--- src/design/idle_timeout_power_policy_assert.svh ---
// Assertion macros for the inactivity power policy RTL.
`ifndef IDLE_TIMEOUT_POWER_POLICY_ASSERT_SVH
`define IDLE_TIMEOUT_POWER_POLICY_ASSERT_SVH

// Same-cycle implication, checked on clk, off while rst_n is low.
`define ITPP_ASSERT_NOW(label, ante, cons, msg) \
  label: assert property (@(posedge clk) disable iff (!rst_n) (ante) |-> (cons)) \
    else $error(msg);

// Next-cycle implication, checked on clk, off while rst_n is low.
`define ITPP_ASSERT_NEXT(label, ante, cons, msg) \
  label: assert property (@(posedge clk) disable iff (!rst_n) (ante) |=> (cons)) \
    else $error(msg);

`endif

--- src/design/itpp_pkg.sv ---
// Types, constants and register codes of the inactivity power policy.
package itpp_pkg;

  localparam int RATE_W         = 20;        // holds tick rates up to 1 MHz
  localparam int TICK_RATE_HZ_DEF = 1000;
  localparam int TS_W           = 32;
  localparam int LED_MS_W       = 32;
  localparam int OFF_S_W        = 16;
  localparam int VOTE_W         = 4;
  localparam int MS_PER_S       = 1000;
  localparam int SCALED_W       = TS_W + 10;  // ticks * 1000
  localparam int LED_THR_W      = LED_MS_W + RATE_W;
  localparam int OFF_THR_W      = OFF_S_W + RATE_W;
  localparam int ADDR_W         = 3;
  localparam int DATA_W         = 32;

  localparam logic [LED_MS_W-1:0] LED_IDLE_MS_RST   = LED_MS_W'(30000);
  localparam logic [OFF_S_W-1:0]  OFF_TIMEOUT_S_RST = OFF_S_W'(300);

  // register select, taken from paddr[2]
  localparam logic REG_LED_IDLE    = 1'b0;
  localparam logic REG_OFF_TIMEOUT = 1'b1;

  typedef enum logic {
    CMD_ACTIVITY = 1'b0,
    CMD_TICK     = 1'b1
  } cmd_t;

  typedef struct packed {
    cmd_t              cmd;
    logic [TS_W-1:0]   now_ticks;
    logic [VOTE_W-1:0] usb_votes;
    logic [VOTE_W-1:0] ble_votes;
    logic [VOTE_W-1:0] flash_votes;
    logic              vbus_present;
    logic              app_running;
  } item_t;

  typedef struct packed {
    logic led_idle;
    logic led_changed;
    logic adv_slow;
    logic shutdown_req;
  } result_t;

  // thresholds in units of ticks*1000 (LED) and ticks (power off)
  typedef struct packed {
    logic [LED_THR_W-1:0] led_thr;
    logic [OFF_THR_W-1:0] off_thr;
    logic                 off_en;
  } thr_t;

  function automatic logic [SCALED_W-1:0] scale_ms(input logic [TS_W-1:0] ticks);
    scale_ms = SCALED_W'(ticks) * SCALED_W'(MS_PER_S);
  endfunction

endpackage

--- src/design/idle_timeout_power_policy.sv ---
// Inactivity power policy: activity events and policy ticks go in, and one
// result (LED idle, LED idle change, slow advertising, shutdown request) comes
// out per item. One item is accepted every clock cycle while in_stall is low;
// an item passes an input register and then a result register before its
// result is offered. The idle decision is a single subtract, a multiply by
// 1000 and a compare against thresholds that are scaled by TICK_RATE_HZ when
// a configuration register is written.
module idle_timeout_power_policy
  import itpp_pkg::*;
#(
  parameter int TICK_RATE_HZ = TICK_RATE_HZ_DEF
) (
  input  logic              clk,
  input  logic              rst_n,
  input  logic              in_valid,
  output logic              in_stall,
  input  logic              in_cmd,
  input  logic [TS_W-1:0]   in_now_ticks,
  input  logic [VOTE_W-1:0] in_usb_votes,
  input  logic [VOTE_W-1:0] in_ble_votes,
  input  logic [VOTE_W-1:0] in_flash_votes,
  input  logic              in_vbus_present,
  input  logic              in_app_running,
  output logic              out_valid,
  input  logic              out_stall,
  output logic              out_led_idle,
  output logic              out_led_changed,
  output logic              out_adv_slow,
  output logic              out_shutdown_req,
  input  logic              psel,
  input  logic              penable,
  input  logic              pwrite,
  input  logic [ADDR_W-1:0] paddr,
  input  logic [DATA_W-1:0] pwdata,
  output logic [DATA_W-1:0] prdata,
  output logic              pready
);

  item_t   s1_item_r;
  logic    s1_valid_r;
  result_t out_res_r;
  logic    out_valid_r;
  item_t   in_item;
  result_t res;
  thr_t    thr;
  logic    advance;
  logic    s1_load;
  logic    fire;

  assign in_item.cmd          = cmd_t'(in_cmd);
  assign in_item.now_ticks    = in_now_ticks;
  assign in_item.usb_votes    = in_usb_votes;
  assign in_item.ble_votes    = in_ble_votes;
  assign in_item.flash_votes  = in_flash_votes;
  assign in_item.vbus_present = in_vbus_present;
  assign in_item.app_running  = in_app_running;

  // result register frees up when empty or taken this cycle
  assign advance  = !out_valid_r || !out_stall;
  assign s1_load  = !s1_valid_r || advance;
  assign fire     = s1_valid_r && advance;
  assign in_stall = !s1_load;
  assign pready   = 1'b1;

  itpp_cfg #(
    .TICK_RATE_HZ(TICK_RATE_HZ)
  ) u_cfg (
    .clk    (clk),
    .rst_n  (rst_n),
    .psel   (psel),
    .penable(penable),
    .pwrite (pwrite),
    .paddr  (paddr),
    .pwdata (pwdata),
    .prdata (prdata),
    .thr    (thr)
  );

  itpp_policy u_policy (
    .clk  (clk),
    .rst_n(rst_n),
    .fire (fire),
    .item (s1_item_r),
    .thr  (thr),
    .res  (res)
  );

  always_ff @(posedge clk) begin
    if (!rst_n) begin
      s1_valid_r  <= 1'b0;
      out_valid_r <= 1'b0;
    end else begin
      if (s1_load) begin
        s1_valid_r <= in_valid;
      end
      if (advance) begin
        out_valid_r <= s1_valid_r;
      end
    end
  end

  always_ff @(posedge clk) begin
    if (s1_load && in_valid) begin
      s1_item_r <= in_item;
    end
    if (fire) begin
      out_res_r <= res;
    end
  end

  assign out_valid        = out_valid_r;
  assign out_led_idle     = out_res_r.led_idle;
  assign out_led_changed  = out_res_r.led_changed;
  assign out_adv_slow     = out_res_r.adv_slow;
  assign out_shutdown_req = out_res_r.shutdown_req;

`include "idle_timeout_power_policy_assert.svh"

  `ITPP_ASSERT_NEXT(a_activity_clears, fire && s1_item_r.cmd == CMD_ACTIVITY,
    !out_led_idle && !out_led_changed && !out_shutdown_req,
    "activity transfer produced idle, change or shutdown")
  `ITPP_ASSERT_NEXT(a_vbus_blocks_off, fire && s1_item_r.vbus_present,
    !out_shutdown_req, "shutdown requested with external supply present")
  `ITPP_ASSERT_NEXT(a_slow_adv_idle, fire && s1_item_r.cmd == CMD_TICK,
    !out_adv_slow || out_led_idle, "slow advertising selected while not idle")

endmodule

--- src/design/itpp_cfg.sv ---
// Configuration registers and precomputed idle thresholds.
module itpp_cfg
  import itpp_pkg::*;
#(
  parameter int TICK_RATE_HZ = TICK_RATE_HZ_DEF
) (
  input  logic              clk,
  input  logic              rst_n,
  input  logic              psel,
  input  logic              penable,
  input  logic              pwrite,
  input  logic [ADDR_W-1:0] paddr,
  input  logic [DATA_W-1:0] pwdata,
  output logic [DATA_W-1:0] prdata,
  output thr_t              thr
);

  localparam logic [RATE_W-1:0] RATE = RATE_W'(TICK_RATE_HZ);
  localparam logic [LED_THR_W-1:0] LED_THR_RST =
    LED_THR_W'(LED_THR_W'(LED_IDLE_MS_RST) * LED_THR_W'(RATE));
  localparam logic [OFF_THR_W-1:0] OFF_THR_RST =
    OFF_THR_W'(OFF_THR_W'(OFF_TIMEOUT_S_RST) * OFF_THR_W'(RATE));

  logic [LED_MS_W-1:0]  led_idle_ms_r;
  logic [OFF_S_W-1:0]   off_timeout_s_r;
  logic [LED_THR_W-1:0] led_thr_r;
  logic [OFF_THR_W-1:0] off_thr_r;
  logic                 wr;
  logic                 sel;

  assign wr  = psel && penable && pwrite;
  assign sel = paddr[2];

  // threshold products are formed at write time, off the item path
  always_ff @(posedge clk) begin
    if (!rst_n) begin
      led_idle_ms_r   <= LED_IDLE_MS_RST;
      off_timeout_s_r <= OFF_TIMEOUT_S_RST;
      led_thr_r       <= LED_THR_RST;
      off_thr_r       <= OFF_THR_RST;
    end else if (wr) begin
      unique case (sel)
        REG_LED_IDLE: begin
          led_idle_ms_r <= pwdata[LED_MS_W-1:0];
          led_thr_r     <= LED_THR_W'(pwdata[LED_MS_W-1:0]) * LED_THR_W'(RATE);
        end
        REG_OFF_TIMEOUT: begin
          off_timeout_s_r <= pwdata[OFF_S_W-1:0];
          off_thr_r       <= OFF_THR_W'(pwdata[OFF_S_W-1:0]) * OFF_THR_W'(RATE);
        end
        default: ;
      endcase
    end
  end

  always_comb begin
    unique case (sel)
      REG_LED_IDLE:    prdata = DATA_W'(led_idle_ms_r);
      REG_OFF_TIMEOUT: prdata = DATA_W'(off_timeout_s_r);
      default:         prdata = '0;
    endcase
  end

  assign thr.led_thr = led_thr_r;
  assign thr.off_thr = off_thr_r;
  assign thr.off_en  = (off_timeout_s_r != '0);

endmodule

--- src/design/itpp_policy.sv ---
// Policy state and per-item decision logic.
module itpp_policy
  import itpp_pkg::*;
(
  input  logic    clk,
  input  logic    rst_n,
  input  logic    fire,
  input  item_t   item,
  input  thr_t    thr,
  output result_t res
);

  logic [TS_W-1:0]   last_activity_r;
  logic              idle_flag_r;
  logic [VOTE_W-1:0] prev_usb_r;
  logic [VOTE_W-1:0] prev_ble_r;
  logic              prev_seen_r;
  logic              adv_slow_r;

  logic [TS_W-1:0]     last_activity_nxt;
  logic                idle_flag_nxt;
  logic                adv_slow_nxt;
  logic                is_tick;
  logic                vote_rise;
  logic [TS_W-1:0]     elapsed;
  logic [SCALED_W-1:0] elapsed_ms_x;
  logic                idle;
  logic                quiet;
  logic                off_due;

  assign is_tick   = (item.cmd == CMD_TICK);
  assign vote_rise = prev_seen_r &&
                     (item.usb_votes > prev_usb_r || item.ble_votes > prev_ble_r);

  // a vote rise restarts the idle time at this very tick
  assign elapsed      = vote_rise ? '0 : item.now_ticks - last_activity_r;
  assign elapsed_ms_x = scale_ms(elapsed);

  // floor(elapsed*1000/rate) >= ms  <=>  elapsed*1000 >= ms*rate
  assign idle    = LED_THR_W'(elapsed_ms_x) >= thr.led_thr;
  assign off_due = OFF_THR_W'(elapsed) >= thr.off_thr;
  assign quiet   = !item.vbus_present && !item.app_running &&
                   item.usb_votes == '0 && item.ble_votes == '0 &&
                   item.flash_votes == '0;

  always_comb begin
    last_activity_nxt = last_activity_r;
    idle_flag_nxt     = idle_flag_r;
    adv_slow_nxt      = adv_slow_r;
    res               = '0;
    unique case (item.cmd)
      CMD_ACTIVITY: begin
        last_activity_nxt = item.now_ticks;
        idle_flag_nxt     = 1'b0;
        res.adv_slow      = adv_slow_r;
      end
      CMD_TICK: begin
        if (vote_rise) begin
          last_activity_nxt = item.now_ticks;
        end
        idle_flag_nxt    = idle;
        adv_slow_nxt     = idle && item.ble_votes == '0;
        res.led_idle     = idle;
        res.led_changed  = idle != (idle_flag_r && !vote_rise);
        res.adv_slow     = adv_slow_nxt;
        res.shutdown_req = thr.off_en && quiet && off_due;
      end
      default: ;
    endcase
  end

  always_ff @(posedge clk) begin
    if (!rst_n) begin
      last_activity_r <= '0;
      idle_flag_r     <= 1'b0;
      prev_usb_r      <= '0;
      prev_ble_r      <= '0;
      prev_seen_r     <= 1'b0;
      adv_slow_r      <= 1'b0;
    end else if (fire) begin
      last_activity_r <= last_activity_nxt;
      idle_flag_r     <= idle_flag_nxt;
      adv_slow_r      <= adv_slow_nxt;
      if (is_tick) begin
        prev_usb_r  <= item.usb_votes;
        prev_ble_r  <= item.ble_votes;
        prev_seen_r <= 1'b1;
      end
    end
  end

endmodule
--- config.mk ---
export PLATFORM = sky130hd
export DESIGN_NAME = idle_timeout_power_policy
export DESIGN_NICKNAME = d
export VERILOG_FILES = /design/src/design/itpp_pkg.sv /design/src/design/idle_timeout_power_policy.sv /design/src/design/itpp_cfg.sv /design/src/design/itpp_policy.sv
export VERILOG_INCLUDE_DIRS = /design/src /design/src/design
export SDC_FILE = /design/constraint.sdc
export NUM_CORES = 1
export LEC_CHECK = 0
export BUFFER_PORTS_ARGS = -buffer_cell sky130_fd_sc_hd__clkbuf_2
export CAP_MARGIN = 20
export CORE_MARGIN = 5
export CORE_UTILIZATION = 45
export CTS_BUF_LIST = sky130_fd_sc_hd__clkbuf_4 sky130_fd_sc_hd__clkbuf_8
export CTS_CLUSTER_SIZE = 16
export DETAILED_ROUTE_END_ITERATION = 8
export GPL_TIMING_DRIVEN = 0
export PLACE_DENSITY = 0.63
export SYNTH_ARGS = -nofsm -noshare
export SYNTH_HDL_FRONTEND = slang
export SYNTH_HIERARCHICAL = 1
export SYNTH_SLANG_ARGS = --single-unit
--- constraint.sdc ---
create_clock -name clk -period 8.45 [get_ports clk]
set_input_delay 0.845 -clock clk [delete_from_list [all_inputs] [get_ports clk]]
set_output_delay 0.845 -clock clk [all_outputs]
set_load 0.05 [all_outputs]
==> metrics.yaml, run 1 <==
worst_setup_path:
  arrival_ns: 8.79
  crit_path_end_kind: "flip-flop"
  slowest_delay_ns: 0.61
  crit_type: "flip-flop to flip-flop"
  critPathSlowestCell: "fa_1"
  r2r_cells: 34
  cp_max_fo: 5
  required_ns: 8.79
  cp-start-kind: "flip-flop"
  path_common_cell: "fa_1"
cts:
  cts-root-buf: "clkbuf_8"
  clock_latency_ns: 0.61
  clk_path_buf_depth: 3
  cts_tree: "done"
  cts.clk_slew.worst_paths_ns: 0.06
  cts_buffers: 39
  cts.sinks: 202
  cts_max_level: 2
  hold_buffers: 0
synthesis:
  yosys_warnings: 6
  synth_async_sr_flop_share_pct: 0
  ys_ff_latch: 202
  netlist_area_um2: 23180
  synth_edf_count: 51
  ys.flop_type: "dfxtp_1"
  syn_inst: 2633
  synth_cell_type_count: 92
  synth-seq-area-share_pct: 19.65
  syn_avg_cell_area_um2: 8.803
die:
  boundaryPins: 128
  die_area_um2: 56140
  die_height_um: 236.9
  coreArea_um2: 51200
  fp-row-count: 83
  initial_utilization_pct: 45.27
  die_w_um: 236.9
global_route:
  grt_pass1_wl_mm: 97.43
  grt_usage_pct: 21.01
  antenna_found_initial: 1
  grt_max_degree: 32
  grt_pass1_vias: 19340
  overflow: 0
timing:
  hold_viol_final: 0
  rsz0062_at_grt: "yes"
  tightest_slew_ns: 0.9986
  final.setup_skew_ns: 0.02832
  fin_crit_ns: 8.450
  tns_ns: -0.0001901
  slew_violations: 0
  finalCritPeriodShare_pct: 100.0
  relSlewSlack_pct: 33.43
  fmax_mhz: 118.3
  fin_ws_ns: -0.0001901
  setup_viol: 1
placed_design:
  hpwlAfterDp_mm: 48.52
  place_ws_ns: -1.629
  gp_congestion: 0.9017
  portBuffers: 123
detailed_routing:
  via_count: 18740
  drt_iter0_drc: 998
  via_per_inst: 5.252
  drt-wirelength-per-cell_um: 16.50
  first_pass_iters: 5
  ant_nets: 0
  totalWireLength_mm: 58.89
  drc: 0
flow_run:
  max_cap_violations: 0
status:
  violations: "negative setup slack"
  status: "complete, but fails checks"
layout:
  multi_input_area_um2: 16930
  seqCellArea_um2: 4554
  nNetsFinal: 3481
  fillers: 4788
  postLayoutCoreUtil_pct: 51.87
  syn2layout_area_growth_pct: 14.58
  layout-drive-gt1-share_pct: 15.17
worst_hold_path:
  hold_path_depth: 1
  hold_class: "input port to flip-flop"
==> final timing paths <==
path / slack (ns) / from / endpoint
worst min-delay path: 0.44 / in_vbus_present / s1_item_r[1]
worst max register to register: -0.0002 / s1_item_r[11] / out_led_changed
worst min register to register: 0.45 / u_cfg/led_idle_ms_r[18] / u_cfg/led_idle_ms_r[18]
worst max-delay path: -0.0002 / s1_item_r[11] / out_led_changed
==> critical path: cells and delay by family, from the launching register on <==
kind                     cells  cell delay, ns
XOR/XNOR                     2            0.20
adder cells (fa/ha/maj)      7            3.01
flip-flops                   1            0.41
AO/OA/AOI/OAI               13            2.84
buffers and inverters        4            0.43
AND/OR/NAND/NOR              8            1.29
==> logic make-up (layout without fill, tap and decap cells) <==
| logic type | Yosys count | count (layout) | synth area share [%] |
|---|---|---|---|
| muxes | 19 | 19 | 0.9069 |
| AOI/OAI and AO/OA | 559 | 559 | 16.19 |
| DFF | 202 | 202 | 19.65 |
| and+or+nand+nor | 638 | 638 | 12.85 |
| xor gates and xnor gates | 97 | 97 | 3.665 |
| buffers and inverters | 577 | 807 | 9.938 |
| other | 2 | 28 | 0.03240 |
| adders and majority gates | 539 | 539 | 36.77 |
==> registers in the layout, summed over array words and instances, names as in the netlist <==
register                  cells
s1_item_r                    47
u_cfg/led_thr_r              37
u_cfg/led_idle_ms_r          32
u_policy/last_activity_r     32
u_cfg/off_thr_r              21
u_cfg/off_timeout_s_r        16
u_policy/prev_ble_r           4
u_policy/prev_usb_r           4
out_adv_slow                  1
out_led_changed               1
out_led_idle                  1
out_shutdown_req              1
out_valid                     1
s1_valid_r                    1
u_policy/adv_slow_r           1
u_policy/idle_flag_r          1
u_policy/prev_seen_r          1
==> layer usage <==
layer	routed length, um	vias to the layer above	GRT usage, %
li1	-	9154	-
met1	25950	9185	27.29
met2	28530	322	35.94
met3	2628	83	3.645
met4	1779	0	6.384
met5	0	-	0
==> cells in the mapped netlist, types with 5 or more instances <==
library cell / n / area [um^2]
inv_1: 450 / 1689
nand2_1: 311 / 1167
ha_1: 297 / 3716
fa_1: 238 / 4765
a21oi_1: 182 / 910.9
dfxtp_1: 151 / 3023
a21o_1: 80 / 600.6
nor2_1: 79 / 296.5
clkbuf_1: 70 / 262.8
xnor2_1: 66 / 578.1
o21ai_0: 62 / 310.3
nand3_1: 55 / 275.3
edfxtp_1: 51 / 1531
a21boi_0: 42 / 315.3
nor2b_1: 40 / 250.2
nand4_1: 39 / 244.0
buf_4: 33 / 247.7
o211ai_1: 31 / 232.7
xor2_1: 31 / 271.5
and2_1: 27 / 168.9
and3_1: 21 / 131.4
o21a_1: 21 / 157.7
a31oi_1: 18 / 112.6
a211oi_1: 17 / 127.6
buf_1: 16 / 60.06
mux2_2: 16 / 180.2
nand2b_1: 14 / 87.58
o21bai_1: 12 / 90.09
o31ai_1: 12 / 90.09
nor3_1: 11 / 55.05
nor4_1: 11 / 68.82
o21ai_1: 11 / 55.05
or3_1: 8 / 50.05
a31o_2: 6 / 52.55
a211o_1: 5 / 43.79
a41oi_1: 5 / 43.79
buf_2: 5 / 25.02
or2_2: 5 / 31.28
==> placed cells by master (no fill, tap or decap), types with 9 or more instances in the layout <==
cell type	count
fa_1	237
a21boi_0	42
buf_1	15
inv_2	10
and3_1	20
edfxtp_1	51
xor2_1	31
clkbuf_1	54
nand3_1	54
and2_1	20
buf_4	76
nor2_1	76
a211oi_1	15
nor3_1	10
inv_1	442
nand4_1	39
nor2b_1	38
ha_1	275
nor4_1	10
o21ai_0	53
nand2b_1	14
xnor2_1	64
o21a_1	20
a21o_1	80
nand2_2	13
a21oi_2	11
a21oi_1	168
clkbuf_2	123
o31ai_1	9
ha_2	14
o211ai_1	31
o21bai_1	12
clkbuf_4	12
mux2_2	16
dfxtp_1	151
nand2_1	294
o21ai_1	18
clkbuf_8	49
conb_1	27
a31oi_1	16
==> through the flow <==
step                      cell area, um^2  std cells  hold slack (ns)
after global routing                26560       3569           0.3936
after floorplan                     23270       2658           0.4318
after CTS                           26360       3558           0.3902
after detailed placement            24770       3463           0.4445
final                               26560       3569           0.4351
after global placement              24740       3461           0.4372
==> area by class of cell <==
cell class / count / area share (%)
multi-input cells: 1879 / 63.74
flip-flops and latches: 202 / 17.15
inverters: 452 / 6.389
repair buffers: 171 / 3.774
well taps: 680 / 3.204
clock buffers: 61 / 2.879
plain buffers: 112 / 2.375
clock inverters: 11 / 0.4806
diodes: 1 / 0.009423
==> repair_timing <==
action | CTS | global route
setup endpoints to repair | 5 | 5
pin swaps | 58 | 13
setup buffers | 33 | 13
gates resized for setup | 125 | 26
gates cloned | 0 | 0
Power of run 1 is not shown: default switching activity piles up to over one toggle a cycle in this logic, so the estimate is an artifact.
==> inputs of run 2 (changes only) <==
--- a/config.mk
+++ b/config.mk
@@ -13,7 +13,7 @@
 export CTS_BUF_LIST = sky130_fd_sc_hd__clkbuf_4 sky130_fd_sc_hd__clkbuf_8
 export CTS_CLUSTER_SIZE = 16
 export DETAILED_ROUTE_END_ITERATION = 8
-export GPL_TIMING_DRIVEN = 0
+export GPL_TIMING_DRIVEN = 1
 export PLACE_DENSITY = 0.63
 export SYNTH_ARGS = -nofsm -noshare
 export SYNTH_HDL_FRONTEND = slang
==> run 2 against run 1 <==
Net effect:
- the flow now finishes without violations
- sequential share of layout area fell by 0.17 points
- hold slack gained 0.016 ns
- clock-buffer cell count down 13
- fmax up 3.0%
- highest routed layer unchanged
==> metrics.yaml, run 2 (synthesis results as in run 1) <==
status:
  status: "finished, final reports clean"
cts:
  cts_max_level: 2  # unchanged
  clk_path_buf_depth: 3  # unchanged
  cts.sinks: 202  # unchanged
  cts.clk_slew.worst_paths_ns: 0.06  # about the same
  cts_buffers: 36  # -7.7%
  clock_latency_ns: 0.59  # -0.02 ns
  cts-root-buf: "clkbuf_8"
  cts_tree: "done"
layout:
  layout_commonest_cell: "inv_1"
  top_regs: "s1_item_r: 47 flops, u_cfg/led_thr_r: 37 flops"
  fillers: 4788  # unchanged
  syn2layout_area_growth_pct: 15.73
  seqCellArea_um2: 4554  # unchanged
  postLayoutCoreUtil_pct: 52.39  # +0.52 points
  multi_input_area_um2: 16960  # +0.18%
  largest_reg_flops: 47  # unchanged
  layout-drive-gt1-share_pct: 17.48  # +2.3 points
  largest_register: "s1_item_r"
  nNetsFinal: 3492  # +0.32%
  final_cell_mix: "inv_1 (446), nand2_1 (295), ha_1 (281)"
placed_design:
  hpwlAfterDp_mm: 43.57  # -10%
  portBuffers: 124  # +0.81%
  gp_congestion: 0.9006  # -0.12%
  place_ws_ns: -0.4504  # +1.179 ns
timing:
  tightest_slew_ns: 0.7605  # -0.2381 ns
  relSlewSlack_pct: 49.30  # +16 points
  final.setup_skew_ns: 0.02895  # +0.0006296 ns
  fin_crit_ns: 8.203  # -0.2476 ns
  setup_viol: 0  # -1
  fin_ws_ns: 0.2474  # +0.2476 ns
  hold-worst-slack_ns: 0.4508  # +0.01570 ns
  hold_viol_final: 0  # unchanged
  slew_violations: 0  # unchanged
  fmax_mhz: 121.9  # +3.0%
  finalCritPeriodShare_pct: 97.07  # -2.9 points
  tns_ns: 0  # +0.0001901 ns
detailed_routing:
  met1_length_mm: 23.35  # -10%
  drt_iter0_drc: 828  # -17%
  totalWireLength_mm: 53.80  # -8.6%
  via_count: 18530  # -1.2%
  first_pass_iters: 5  # unchanged
  met2_length_mm: 27.70  # -2.9%
  via_per_inst: 5.181  # -1.4%
  drc: 0  # unchanged
  ant_nets: 0  # unchanged
  drt-wirelength-per-cell_um: 15.05  # -8.8%
  top_layer_used: "met4"
  met3_length_mm: 1.630  # -38%
global_route:
  grt_max_degree: 94  # +190%
  grt_pass1_wl_mm: 91.09  # -6.5%
  grt_pass1_vias: 19220  # -0.64%
  grt_usage_pct: 19.09  # -1.9 points
  overflow: 0  # unchanged
  antenna_found_initial: 1  # unchanged
die:
  die_w_um: 236.9  # unchanged
  fp-row-count: 83  # unchanged
  coreArea_um2: 51200  # unchanged
  boundaryPins: 128  # unchanged
  die_area_um2: 56140  # unchanged
  initial_utilization_pct: 45.27  # unchanged
  die_height_um: 236.9  # unchanged
worst_setup_path:
  slowest_delay_ns: 0.56  # -0.05 ns
  crit_type: "flip-flop to flip-flop"
  cp_max_fo: 3  # -2
  arrival_ns: 8.53  # -0.26 ns
  required_ns: 8.77  # -0.02 ns
  crit_path_end_kind: "flip-flop"
  critPathSlowestCell: "fa_1"
  path_common_cell: "fa_1"
  cp-start-kind: "flip-flop"
worst_hold_path:
  hold_class: "flip-flop to flip-flop"
flow_run:
  max_cap_violations: 0  # unchanged
## run 2: cell count changes in the layout (fill, tap and decap cells not counted), moves of 6 or more
cell,change
buf_1,-15
buf_2,-7
buf_4,+91
clkbuf_1,-54
clkbuf_8,-9
clkinv_2,+6
ha_1,+6
ha_2,-11
o21ai_0,-6
## run 2: path summary, 6_finish.rpt
| check | from | slack (ns) | depth (start not counted) | end |
|---|---|---|---|---|
| setup / recovery | s1_item_r[14] | 0.25 | 34 | out_adv_slow |
| hold / removal | u_cfg/led_thr_r[27] | 0.45 | 2 | u_cfg/led_thr_r[27] |
| setup reg to reg | s1_item_r[14] | 0.25 | 34 | out_adv_slow |
| hold reg to reg | u_cfg/led_thr_r[27] | 0.45 | 2 | u_cfg/led_thr_r[27] |
## run 2: what timing repair did
item / in CTS / in global routing
resized for setup: 20 / 97
setup buffers: 2 / 25
hold buffers: 0 / 0
gates cloned: 0 / 0
endpoints found under the setup margin: 5 / 5
pin swaps: 21 / 85
## run 2: layout make-up
type	count	share of cell area [%]
Multi-Input combinational cell	1879	63.22
Sequential cell	202	16.98
Timing Repair Buffer	297	7.477
Inverter	452	6.325
Tap cell	680	3.172
Clock buffer	48	2.276
Clock inverter	17	0.5364
Antenna cell	1	0.009329
## run 2: per-layer routing
layer / up-vias / track usage, %
li1: 9166 / -
met1: 9036 / 24.05
met2: 261 / 34.79
met3: 63 / 2.248
met4: 0 / 4.880
met5: - / 0
## run 2: worst max-delay path: cells and delay by family, from the launching register on
family,cells,cell delay (ns)
adder cells (fa/ha/maj),8,3.03
XOR/XNOR,2,0.32
AND/OR/NAND/NOR,5,0.71
flip-flops,1,0.38
AO/OA/AOI/OAI,16,3.22
buffers and inverters,3,0.27
## run 2: metrics by stage
step / cells / cell area (um^2)
final: 3576 / 26820
after global routing: 3576 / 26820
after CTS: 3549 / 26140
after detailed placement: 3482 / 25290
after global placement: 3481 / 25260
after floorplan: 2658 / 23270
Power of run 2 is left out for the same reason.
==> inputs of run 3 (changes only) <==
--- a/config.mk
+++ b/config.mk
@@ -14,6 +14,7 @@
 export CTS_CLUSTER_SIZE = 16
 export DETAILED_ROUTE_END_ITERATION = 8
 export GPL_TIMING_DRIVEN = 1
+export MAX_ROUTING_LAYER = met4
 export PLACE_DENSITY = 0.63
 export SYNTH_ARGS = -nofsm -noshare
 export SYNTH_HDL_FRONTEND = slang
==> run 3 against run 2 <==
Net effect:
- die area did not move
- cell count hardly changed
- worst setup slack got worse by 0.040 ns
- first-iteration DRC count down 1.6%
- critical path depth is 1 higher
- largest cell class unchanged
- fmax fell by 0.49%
- critical endpoint is now out_led_changed
- highest routed layer unchanged
==> metrics.yaml, run 3 (synthesis results as in run 1) <==
global_route:
  overflow: 0  # unchanged
  grt_pass1_wl_mm: 92.32  # +1.3%
  antenna_found_initial: 1  # unchanged
  grt_pass1_vias: 19360  # +0.74%
  grt_max_degree: 94  # unchanged
  grt_usage_pct: 19.92  # +0.83 points
timing:
  setup_viol: 0  # unchanged
  fin_crit_ns: 8.243  # +0.04032 ns
  hold-worst-slack_ns: 0.4488  # -0.002027 ns
  final.setup_skew_ns: 0.03530  # +0.006353 ns
  hold_viol_final: 0  # unchanged
  tightest_slew_ns: 0.7800  # +0.01957 ns
  fmax_mhz: 121.3  # -0.49%
  slew_violations: 0  # unchanged
  rsz0062_at_grt: "yes"
  finalCritPeriodShare_pct: 97.55  # +0.48 points
  relSlewSlack_pct: 48.00  # -1.3 points
die:
  coreArea_um2: 51200  # unchanged
  boundaryPins: 128  # unchanged
  die_w_um: 236.9  # unchanged
  die_height_um: 236.9  # unchanged
  fp-row-count: 83  # unchanged
  initial_utilization_pct: 45.27  # unchanged
  die_area_um2: 56140  # unchanged
cts:
  cts.clk_slew.worst_paths_ns: 0.06  # about the same
  clk_path_buf_depth: 3  # unchanged
  cts.sinks: 202  # unchanged
  clock_latency_ns: 0.59  # about the same
  cts-root-buf: "clkbuf_8"
  hold_buffers: 0  # unchanged
  cts_buffers: 38  # +5.6%
  cts_tree: "done"
  cts_max_level: 2  # unchanged
status:
  status: "finished, final reports clean"
worst_setup_path:
  critPathSlowestCell: "fa_1"
  arrival_ns: 8.56  # +0.03 ns
  crit_path_end_kind: "flip-flop"
  slowest_delay_ns: 0.59  # +0.03 ns
  cp_max_fo: 4  # +1
  cp-start-kind: "flip-flop"
  required_ns: 8.77  # about the same
  r2r_slack_ns: 0.21  # -0.04 ns
  crit_type: "flip-flop to flip-flop"
detailed_routing:
  drt_iter0_drc: 815  # -1.6%
  drc: 0  # unchanged
  totalWireLength_mm: 54.25  # +0.83%
  via_per_inst: 5.186  # about the same
  first_pass_iters: 5  # unchanged
  ant_nets: 0  # unchanged
  via_count: 18560  # +0.18%
  drt-wirelength-per-cell_um: 15.16  # +0.74%
placed_design:
  portBuffers: 124  # unchanged
  hpwlAfterDp_mm: 43.77  # +0.46%
  placed_cells: 3486  # +0.11%
  gp_congestion: 0.9067  # +0.68%
flow_run:
  max_cap_violations: 0  # unchanged
layout:
  nNetsFinal: 3496  # +0.11%
  top_regs: "s1_item_r: 47 flops, u_cfg/led_thr_r: 37 flops"
  postLayoutCoreUtil_pct: 52.23  # -0.16 points
  syn2layout_area_growth_pct: 15.39
  fin_cells: 3579  # +0.084%
  final_cell_mix: "inv_1 (443), nand2_1 (298), ha_1 (285)"
  largest_register: "s1_item_r"
  layout-drive-gt1-share_pct: 17.57  # +0.091 points
  largest_reg_flops: 47  # unchanged
  layout_commonest_cell: "inv_1"
worst_hold_path:
  hold_class: "flip-flop to flip-flop"
run 3: cell count changes in the layout (fill, tap and decap cells not counted), moves of 4 or more:
| cell | previous run | this run |
|---|---|---|
| ha_1 | 281 | 285 |
| ha_4 | 13 | 9 |
| a21oi_1 | 168 | 164 |
| a21oi_2 | 12 | 16 |
run 3: layer usage:
metal  wire [um]  track usage [%]  vias up  share of wire [%]
met3        1439            2.271       74                2.7
met1       23780            24.33     9070                 44
met5           0                -        -                  0
met4        1024            4.443        0                1.9
li1            -                -     9181                  -
met2       28000            35.57      235                 52
run 3: cell type report:
class	instances	area [um^2]
fill	4771	24450
inverter	452	1697
clock buffer	51	645.6
sequential	202	4554
clock inverter	14	73.82
antenna	2	5.005
tap	680	850.8
timing repair buffer	299	2017
multi-input combinational	1879	16900
run 3: final timing paths:
kind         cells past startpoint             endpoint                start
min reg2reg                      2  u_cfg/led_thr_r[27]  u_cfg/led_thr_r[27]
min                              2  u_cfg/led_thr_r[27]  u_cfg/led_thr_r[27]
max                             35      out_led_changed        s1_item_r[14]
max reg2reg                     35      out_led_changed        s1_item_r[14]
run 3: what timing repair did:
| action | in CTS | in global routing |
|---|---|---|
| setup endpoints to repair | 5 | 5 |
| resized for setup | 19 | 93 |
| pin swaps | 10 | 86 |
| cloned | 0 | 0 |
| buffers inserted | 3 | 21 |
run 3: metrics by stage:
| step | worst slack, ns | instance area (um^2) | TNS (ns) |
|---|---|---|---|
| after global placement | -0.2101 | 25290 | -0.5042 |
| after global routing | -0.1735 | 26740 | -0.4706 |
| after CTS | 0.001332 | 26130 | 0 |
| final | 0.2071 | 26740 | 0 |
| after floorplan | 0.06864 | 23270 | 0 |
| after detailed placement | -0.3608 | 25320 | -1.101 |
run 3: critical path, delay by kind of cell, from the launching register on:
family          cells  cell delay (ns)
flops               1             0.34
compound gates     13             2.47
buf+inv             3             0.23
fa+ha+maj           8             3.21
xor+xnor            3             0.45
simple gates        8             1.30
Power of run 3 is left out for the same reason.
